<file path="config.mk">
export PLATFORM = sky130hd
export DESIGN_NAME = epvg_ctrl
export DESIGN_NICKNAME = d
export VERILOG_FILES = /design/src/rtl/core/epvg_pkg.sv /design/src/rtl/core/epvg_ctrl.sv
export SDC_FILE = /design/constraint.sdc
export NUM_CORES = 1
export LEC_CHECK = 0
export ABC_AREA = 0
export ABC_CLOCK_PERIOD_IN_PS = 1400
export BUFFER_PORTS_ARGS = -buffer_cell sky130_fd_sc_hd__buf_2
export CAP_MARGIN = 20
export CORE_AREA = 2 2 39 41
export CTS_CLUSTER_DIAMETER = 60
export DETAILED_ROUTE_END_ITERATION = 8
export DIE_AREA = 0 0 41 43
export GPL_TIMING_DRIVEN = 0
export PLACE_DENSITY = 0.5
export SYNTH_ARGS = -nofsm -noshare
export SYNTH_HDL_FRONTEND = slang
export SYNTH_SLANG_ARGS = --single-unit
export TNS_END_PERCENT = 100
</file>
<file path="constraint.sdc">
create_clock -name clk_i -period 1.4 [get_ports clk_i]
set_clock_uncertainty 0.2 [all_clocks]
set_input_delay 0.28 -clock clk_i [delete_from_list [all_inputs] [get_ports clk_i]]
set_output_delay 0.28 -clock clk_i [all_outputs]
set_load 0.02 [all_outputs]
</file>
<file path="src/rtl/core/epvg_pkg.sv">
`timescale 1ns / 1ps
`default_nettype none

package epvg_pkg;

  // Field widths of the stream beats.
  localparam int unsigned COORD_W    = 26;
  localparam int unsigned POS_W      = 32;
  localparam int unsigned NUM_W      = 6;
  localparam int unsigned FRAC_W     = 8;
  localparam int unsigned IN_DATA_W  = 208;
  localparam int unsigned OUT_DATA_W = 80;

  // Angle and sine formats: angles in 1024ths of a turn, sines in signed 2.8.
  localparam int unsigned ANG_W   = 10;
  localparam int unsigned TRIG_W  = 10;
  localparam int unsigned TURN    = 1024;
  localparam int unsigned QUARTER = 256;

  // Step divider for TURN / n: one quotient bit per cycle.
  localparam int unsigned DIVQ_W    = 11;
  localparam int unsigned DIV_STEPS = 11;
  localparam int unsigned DCNT_W    = 4;

  // Segment count rule.
  localparam int unsigned SEG_BASE         = 12;
  localparam int unsigned MAX_SEGMENTS_DEF = 48;

  // Commands from the controller to the datapath.
  typedef struct packed {
    logic load;
    logic size;
    logic count;
    logic div_step;
    logic trig;
    logic mul1;
    logic emit;
  } epvg_cmd_t;

  // Status from the datapath to the controller.
  typedef struct packed {
    logic radius_bad;
    logic count_zero;
    logic div_last;
    logic out_free;
    logic last;
  } epvg_sts_t;

  // Quarter-wave sine table, 16 intervals plus the end point.
  function automatic logic [8:0] quarter_sine(input logic [4:0] idx);
    logic [8:0] v;
    case (idx)
      5'd0:    v = 9'd0;
      5'd1:    v = 9'd25;
      5'd2:    v = 9'd50;
      5'd3:    v = 9'd74;
      5'd4:    v = 9'd98;
      5'd5:    v = 9'd121;
      5'd6:    v = 9'd142;
      5'd7:    v = 9'd162;
      5'd8:    v = 9'd181;
      5'd9:    v = 9'd198;
      5'd10:   v = 9'd213;
      5'd11:   v = 9'd226;
      5'd12:   v = 9'd237;
      5'd13:   v = 9'd245;
      5'd14:   v = 9'd251;
      5'd15:   v = 9'd255;
      default: v = 9'd256;
    endcase
    return v;
  endfunction

  // Interpolated sine of an angle in 1024ths of a turn, signed 2.8.
  function automatic logic signed [TRIG_W-1:0] turn_sine(input logic [ANG_W-1:0] a);
    logic [1:0]                quad;
    logic [8:0]                t;
    logic [4:0]                idx;
    logic [4:0]                idx_n;
    logic [3:0]                fr;
    logic [8:0]                v0;
    logic [8:0]                v1;
    logic [12:0]               slope;
    logic [8:0]                mag;
    logic signed [TRIG_W-1:0]  s;
    quad = a[ANG_W-1:ANG_W-2];
    t    = {1'b0, a[ANG_W-3:0]};
    if (quad[0]) begin
      t = 9'(QUARTER) - t;
    end
    idx   = t[8:4];
    fr    = t[3:0];
    idx_n = (idx == 5'd16) ? idx : idx + 5'd1;
    v0    = quarter_sine(idx);
    v1    = quarter_sine(idx_n);
    slope = 13'(v1 - v0) * 13'(fr);
    mag   = v0 + slope[12:4];
    s     = signed'({1'b0, mag});
    return quad[1] ? -s : s;
  endfunction

endpackage

`default_nettype wire

</file>
<file path="src/rtl/core/epvg_ctrl.sv">
`timescale 1ns / 1ps
`default_nettype none

module epvg_ctrl
  import epvg_pkg::*;
(
  input  wire logic      clk_i,
  input  wire logic      rst_ni,
  input  wire logic      in_valid_i,
  output logic           in_ready_o,
  input  wire epvg_sts_t sts_i,
  output epvg_cmd_t      cmd_o
);

  localparam logic [2:0] ST_IDLE  = 3'd0;
  localparam logic [2:0] ST_SIZE  = 3'd1;
  localparam logic [2:0] ST_COUNT = 3'd2;
  localparam logic [2:0] ST_DIV   = 3'd3;
  localparam logic [2:0] ST_TRIG  = 3'd4;
  localparam logic [2:0] ST_MUL1  = 3'd5;
  localparam logic [2:0] ST_EMIT  = 3'd6;

  logic [2:0] state_q;
  logic [2:0] state_d;

  // Next state and command decode.
  always_comb begin
    state_d    = state_q;
    cmd_o      = '0;
    in_ready_o = 1'b0;
    case (state_q)
      ST_IDLE: begin
        in_ready_o = 1'b1;
        if (in_valid_i) begin
          cmd_o.load = 1'b1;
          state_d    = ST_SIZE;
        end
      end
      ST_SIZE: begin
        if (sts_i.radius_bad) begin
          state_d = ST_IDLE;
        end else begin
          cmd_o.size = 1'b1;
          state_d    = ST_COUNT;
        end
      end
      ST_COUNT: begin
        if (sts_i.count_zero) begin
          state_d = ST_IDLE;
        end else begin
          cmd_o.count = 1'b1;
          state_d     = ST_DIV;
        end
      end
      ST_DIV: begin
        cmd_o.div_step = 1'b1;
        if (sts_i.div_last) begin
          state_d = ST_TRIG;
        end
      end
      ST_TRIG: begin
        cmd_o.trig = 1'b1;
        state_d    = ST_MUL1;
      end
      ST_MUL1: begin
        cmd_o.mul1 = 1'b1;
        state_d    = ST_EMIT;
      end
      ST_EMIT: begin
        if (sts_i.out_free) begin
          cmd_o.emit = 1'b1;
          state_d    = sts_i.last ? ST_IDLE : ST_TRIG;
        end
      end
      default: begin
        state_d = ST_IDLE;
      end
    endcase
  end

  // State register.
  always_ff @(posedge clk_i or negedge rst_ni) begin
    if (!rst_ni) begin
      state_q <= ST_IDLE;
    end else begin
      state_q <= state_d;
    end
  end

endmodule

`default_nettype wire

</file>
Word-level counts from Yosys, hierarchy flattened
Cells that the tools add are included.
{"block": "classes", "n_mux": 19, "eq_ne": 9, "n_reduce_logical": 2}
{"op": "3-bit case mux with 7 select lines", "count": 1}
{"op": "1-bit two-way mux", "count": 12}
{"op": "3-bit two-way mux", "count": 4}
{"op": "3-bit == test (second input constant)", "count": 3}
{"op": "3-bit by 2-bit == test with 1-bit output (second input constant)", "count": 2}
{"op": "2-bit inequality test (second input constant)", "count": 3}
{"op": "2-bit two-way mux", "count": 2}
{"op": "3-bit by 1-bit == test with 1-bit output (second input constant)", "count": 1}
{"op": "3-bit zero test", "count": 1}
{"op": "3-bit AND reduction", "count": 1}
{"block": "word_totals", "word_cells": 31, "register_bits": 3, "output_inout_bits": 8}

Depth between registers and ports, before layout
Gate-level depths: netlist of the first run.
{"block": "logic_depth", "word_depth": 3, "mapped_depth": 4, "ltp_nobuf": 3}

Worst setup path before layout of the first run
Ideal clock, no wire load.
{"block": "synth_timing", "path_type": "flip-flop to output port", "start": "register state_q[0]", "end": "output port cmd_o[6] (netlist bit)", "stages_incl_launch_ff": 4, "arrival_ns": 1.364, "required_ns": 0.920, "setup_slack_ns": -0.444, "cell_sequence": "dfrtp_1 > buf_2 > nor3_1 > and2_1"}
{"element": "from (decl)", "line_no": "epvg_ctrl.sv:23", "text": "logic [2:0] state_q;"}
{"element": "from (signal assigned)", "line_no": "epvg_ctrl.sv:86", "text": "state_q <= state_d;"}
{"element": "to (decl)", "line_no": "epvg_ctrl.sv:12", "text": "output epvg_cmd_t cmd_o"}

==> results.md, run 1 <==
- Pins Over Slew Limit: 0
- Number of global-route vias before repair: 276
- Synth area leaders: dfrtp_1, nor3_1, a21o_1
- CTS Buffer Depth: 2
- Status: finished, violations left
- Largest Register: state_q
- Antenna-violating nets left: 0
- Final setup vio count: 9
- Crit path max fanout: 4
- GRT Util Overall: 0.0946
- Ratio of cells with drive above 1 in the final layout: 0.735
- Max reg flops: 3
- CP bufs+invs: 2
- CTS tree: built
- Tightest Pin Transition: 249 ps
- Max layer used: met3
- Post-synth EDFFs: 0
- Synth Register Bits: 3
- Multi-input gate area: 171 um2
- Gpl congestion: 0.697
- WP depth: 4
- Met3 WL: 44 um
- RSZ-0062 raised after global routing: yes
- Initial core utilization: 0.153
- Synth async-reset ratio: 1.00
- First-pass GRT wire length: 1.10 mm
- CTS H-tree depth: 1
- Detailed router's first-iteration violation count: 1
- CP max stage cell: dfrtp_1
- Routed wire length: 681 um
- Core Area: 1380 um2
- Vias per std cell: 4.38
- Root Driver: clkbuf_4
- Worst path required time: 920 ps
- Syn Std Cell Area: 211 um2
- Most common cell in the netlist: nor3_1
- Die Ht: 43 um
- Initial antenna violation count: 0
- Violated checks: negative setup slack
- Final instance area: 465 um2
- Slew HR: 0.831
- Min cycle time layout: 1640 ps
- Area growth syn-to-layout: 120%
- Most common cell on crit path: buf_6
- CTS Buf Count: 3
- Hold Path Depth: 2
- DRC Markers: 0
- Final Util: 0.336
- Routed vias: 285
- Avg Cell Area, Syn: 8.13 um2
- Worst reg2reg path depth: 6
- PwrDens: 2150 nW/um2
- Seq/Total Area, Yosys: 0.355
- CP Cell Sequence: buf_6 > nor3_4 > and2_4 > buf_6
- Mapped Cells: 26
- Metal2 WL: 344 um
- Main synth FF type: dfrtp_1
- Clk_lat worst skew: 230 ps
- Synthesized Nets: 34
- Reg area: 76.3 um2
- Pwr Total: 1.00 mW
- Core Rows: 14
- Post-synth top area share: 0.355
- Worst Path Arrival: 1160 ps
- DRT Pass-1 Iters: 3
- Crit path largest cell delay: 360 ps
- Ant. Diodes: 0
- Layout fillers: 149
- Fin crit share: 1.17
- DP Worst Slack: -113 ps
- Wirelength per Cell: 10.5 um
- Fmax: 609 MHz
- Nets: 58
- Grt total ovfl: 0
- HPWL after DPL: 490 um
- Metal-1 WL: 292 um
- Top delay family on crit path: flip-flops
- Critical path class: flop to primary output
- Setup crit end kind: primary output
- Synth warn: 0
- Die Wd: 41 um
- Port bufs: 15
- Largest net degree at the start of global routing: 9
- Largest area contributor in the netlist: dfrtp_1
- Die Area: 1760 um2
- Hold Fails Final Rpt: 0
- Worst-path clk slew: 40 ps
- Post-synth cell types: 16
- VDD IR max: 802 uV
- Top flop regs: state_q x3
- Placed cell areas: 333 um2
- MaxCap Viol Count: 0
- Setup crit start kind: flop
- Hold Crit Class: input port to flop
- Fin worst setup slack: -243 ps
- Clk sinks: 3
- Leak: 0.222 nW
- Post-synth top cells: nor3_1, dfrtp_1
- Ports: 16
==> report_power, final <==
group,switching [mW],leakage [nW],total [mW],internal (mW)
Combinational,0.348,0.171,0.679,0.330
Clock,0.0439,0.0150,0.151,0.107
Sequential,0.0468,0.0368,0.173,0.126
Total,0.439,0.222,1.00,0.563
==> timing repair <==
item                                    CTS  global route
endpoints found under the setup margin    8            11
endpoints found under the hold margin     3             0
hold buffers                              1             0
pin swaps                                 4             2
gates resized for setup                  17             6
buffers inserted                          3             0
==> final timing paths <==
path / startpoint / end / slack (ps)
max in group asynchronous: rst_ni / state_q[2] / 710
min in group asynchronous: rst_ni / state_q[0] / 170
min: sts_i[2] / state_q[2] / 80
min reg2reg: state_q[1] / state_q[1] / 530
max: state_q[0] / cmd_o[6] / -240
max reg2reg: state_q[0] / state_q[1] / -30
==> worst register-to-register path, cell delays in order (launching register included) <==
cell,delay [ps]
dfrtp_1,360
buf_6,130
buf_4,140
buf_6,110
mux2i_1,140
nand3_1,130
o311ai_1,110
==> cell usage in the layout, fill, tap and decap left out, drive strengths merged, types with 2 or more instances in the layout <==
cell type / synthesis / final
buf: 2 / 20
nor3: 4 / 4
nand2: 2 / 2
dfrtp: 3 / 3
clkbuf: 0 / 4
inv: 2 / 2
a21o: 2 / 2
nor2: 2 / 2
==> cell type report <==
cell class,count,share of cell area
Timing Repair Buffer,19,0.288
Sequential cell,3,0.164
Tap cell,16,0.0430
Multi-Input combinational cell,19,0.368
Buffer,2,0.0484
Inverter,2,0.0323
Clock buffer,4,0.0565
==> kinds of logic after synthesis <==
group / Yosys count / share of synthesized area
flip-flops: 3 / 0.355
AO/OA/AOI/OAI: 6 / 0.213
buffers and inverters: 4 / 0.0829
AND/OR/NAND/NOR: 12 / 0.302
multiplexers: 1 / 0.0473
==> per-layer routing <==
metal | track usage | vias to the layer above
met3 | 0.0366 | 0
met2 | 0.138 | 10
li1 | - | 140
met1 | 0.110 | 135
met5 | 0 | -
met4 | 0.0600 | 0
==> metrics by stage <==
stage	TNS [ps]	hold WS, ps	cells
floorplan	-547	-216	26
global placement	-404	-123	57
detailed placement	-518	-120	57
CTS	-1770	75.4	65
global route	-2300	76.7	65
finish	-1620	75.0	65
(Power assumes the default switching activity.)
==> inputs of run 2 (changes only) <==
BUFFER_PORTS_ARGS = unset   (was -buffer_cell sky130_fd_sc_hd__buf_2)
CTS_CLUSTER_SIZE = 16   (was unset)
DONT_BUFFER_PORTS = 1   (was unset)
PLACE_DENSITY = 0.39   (was 0.5)
==> run 2 against run 1 <==
The flow still finishes with violations (negative setup slack); cell count down 15%; flip-flop and latch count unchanged; setup slack worse by 78 ps; clock-buffer cell count unchanged; total power up 1.4%; global-route usage down 0.27 points; first-iteration DRC count down 100%; register-to-register slack better by 70 ps; cell area down 4.3%; maximum frequency down 4.5%; clock power about the same; worst hold slack worse by 41 ps; critical path type unchanged; largest cell class unchanged; highest routed layer unchanged.
==> results.md, run 2 (synthesis gave the netlist of run 1 again) <==
- Crit path max fanout: 5 (+1)
- Clk_lat worst skew: 230 ps (about the same)
- Routed vias: 247 (-13%)
- Worst reg2reg path depth: 4 (-2)
- CTS tree: built
- Root Driver: clkbuf_4
- VDD IR max: 629 uV (-22%)
- Worst reg2reg path endpoint: state_q[2]
- HPWL after DPL: 429 um (-13%)
- Most frequent cells in the layout: buf_6, nor3_4
- Ant. Diodes: 0 (unchanged)
- Most common cell after layout, fill and taps aside: buf_6
- DRT Pass-1 Iters: 1 (-2)
- Top flop regs: state_q x3
- Setup crit start kind: flop
- Largest net degree at the start of global routing: 8 (-1)
- Initial core utilization: 0.153 (unchanged)
- Detailed router's first-iteration violation count: 0 (-1)
- Ratio of cells with drive above 1 in the final layout: 0.667 (-0.0680)
- Worst path required time: 920 ps (about the same)
- Setup crit end kind: primary output
- Non-Filler Instances: 55 (-15%)
- Worst Path Arrival: 1240 ps (+80 ps)
- Fin crit share: 1.23 (+0.0554)
- Setup TNS: -1500 ps (+120 ps)
- R2r startpoint: state_q[1]
- Placed cell areas: 258 um2 (-23%)
- Die Area: 1760 um2 (unchanged)
- Pwr Total: 1.02 mW (+1.4%)
- Core Rows: 14 (unchanged)
- Max reg flops: 3 (unchanged)
- Port bufs: 0 (-15)
- Worst-path clk slew: 40 ps (about the same)
- Status: finished, violations left
- Critical Path Sink: cmd_o[6]
- Initial antenna violation count: 0 (unchanged)
- Pins Over Slew Limit: 0 (unchanged)
- WHS: 34.3 ps (-40.7 ps)
- Number of global-route vias before repair: 257 (-6.9%)
- CTS Buffer Depth: 2 (unchanged)
- Die Wd: 41 um (unchanged)
- Ports: 16 (unchanged)
- Routed wire length: 668 um (-1.9%)
- Critical path class: flop to primary output
- First-pass GRT wire length: 1.00 mm (-9.4%)
- Fmax: 581 MHz (-4.5%)
- Register-to-register setup slack: 40 ps (+70 ps)
- PwrDens: 2280 nW/um2 (+6.0%)
- Grt total ovfl: 0 (unchanged)
- Wirelength per Cell: 12.1 um (+16%)
- Clk sinks: 3 (unchanged)
- Nets: 48 (-17%)
- Final Util: 0.322 (-0.0145)
- CTS Buf Count: 3 (unchanged)
- Final instance area: 445 um2 (-4.3%)
- DRC Markers: 0 (unchanged)
- Fin worst setup slack: -321 ps (-77.6 ps)
- Placed cells: 42 (-26%)
- Leak: 0.182 nW (-18%)
- Hold Crit Class: input port to flop
- GRT Util Overall: 0.0918 (-0.00274)
- Vias per std cell: 4.49 (+2.4%)
- Die Ht: 43 um (unchanged)
- Tightest Pin Transition: 370 ps (+121 ps)
- Crit. Startpoint: state_q[0]
- Violated checks: negative setup slack
- Final setup vio count: 8 (-1)
- Area growth syn-to-layout: 111%
- Hold Fails Final Rpt: 0 (unchanged)
- RSZ-0062 raised after global routing: yes
- Min cycle time layout: 1720 ps (+77.6 ps)
- Antenna-violating nets left: 0 (unchanged)
- CTS H-tree depth: 1 (unchanged)
- DP Worst Slack: -228 ps (-115 ps)
- Layout fillers: 152 (+2.0%)
- Gpl congestion: 0.705 (+1.0%)
- MaxCap Viol Count: 0 (unchanged)
- Slew HR: 0.751 (-0.0798)
- Largest Register: state_q
- Core Area: 1380 um2 (unchanged)
==> run 2: cell count changes in the layout (fill, tap and decap cells not counted), sizes merged <==
| cell | delta |
|---|---|
| buf | -12 |
| dlygate4sd3 | +2 |
==> run 2: critical path, stage by stage (launching register included) <==
cell and delay, ps:
dfrtp_2 450, nor3_4 330, and2_4 230
==> run 2: where the power goes <==
group          leakage (nW)  internal (mW)  switching, mW
registers            0.0343          0.131         0.0908
logic                 0.132          0.306          0.339
clock network        0.0150          0.107         0.0426
total                 0.182          0.544          0.472
==> run 2: what timing repair did <==
item | 4_1_cts | 5_1_grt
hold buffers | 3 | 0
buffers inserted | 6 | 2
cloned | 0 | 0
pin swaps | 6 | 7
endpoints found under the setup margin | 8 | 9
resized for setup | 15 | 8
hold endpoints to repair | 5 | 0
==> run 2: how the worst min path moves through the flow <==
stage	depth (start not counted)	from	end	slack (ps)
final	2	in_valid_i	state_q[0]	30
after global routing	2	in_valid_i	state_q[0]	70
after CTS	2	in_valid_i	state_q[0]	30
after detailed placement	0	rst_ni	state_q[1]	-220
after global placement	0	rst_ni	state_q[0]	-220
after floorplan	0	rst_ni	state_q[0]	-220
==> run 2: cell type report <==
| type | instances | area, um2 | area share |
|---|---|---|---|
| flip-flops and latches | 3 | 78.8 | 0.177 |
| repair buffers | 11 | 109 | 0.244 |
| clock buffers | 4 | 26.3 | 0.0590 |
| multi-input cells | 19 | 199 | 0.447 |
| inverters | 2 | 12.5 | 0.0281 |
| well taps | 16 | 20.0 | 0.0449 |
==> run 2: layer usage <==
layer | GRT usage | wire length, um
met4 | 0.0800 | 0
met1 | 0.0784 | 248
met3 | 0.0366 | 25
met2 | 0.150 | 394
met5 | 0 | 0
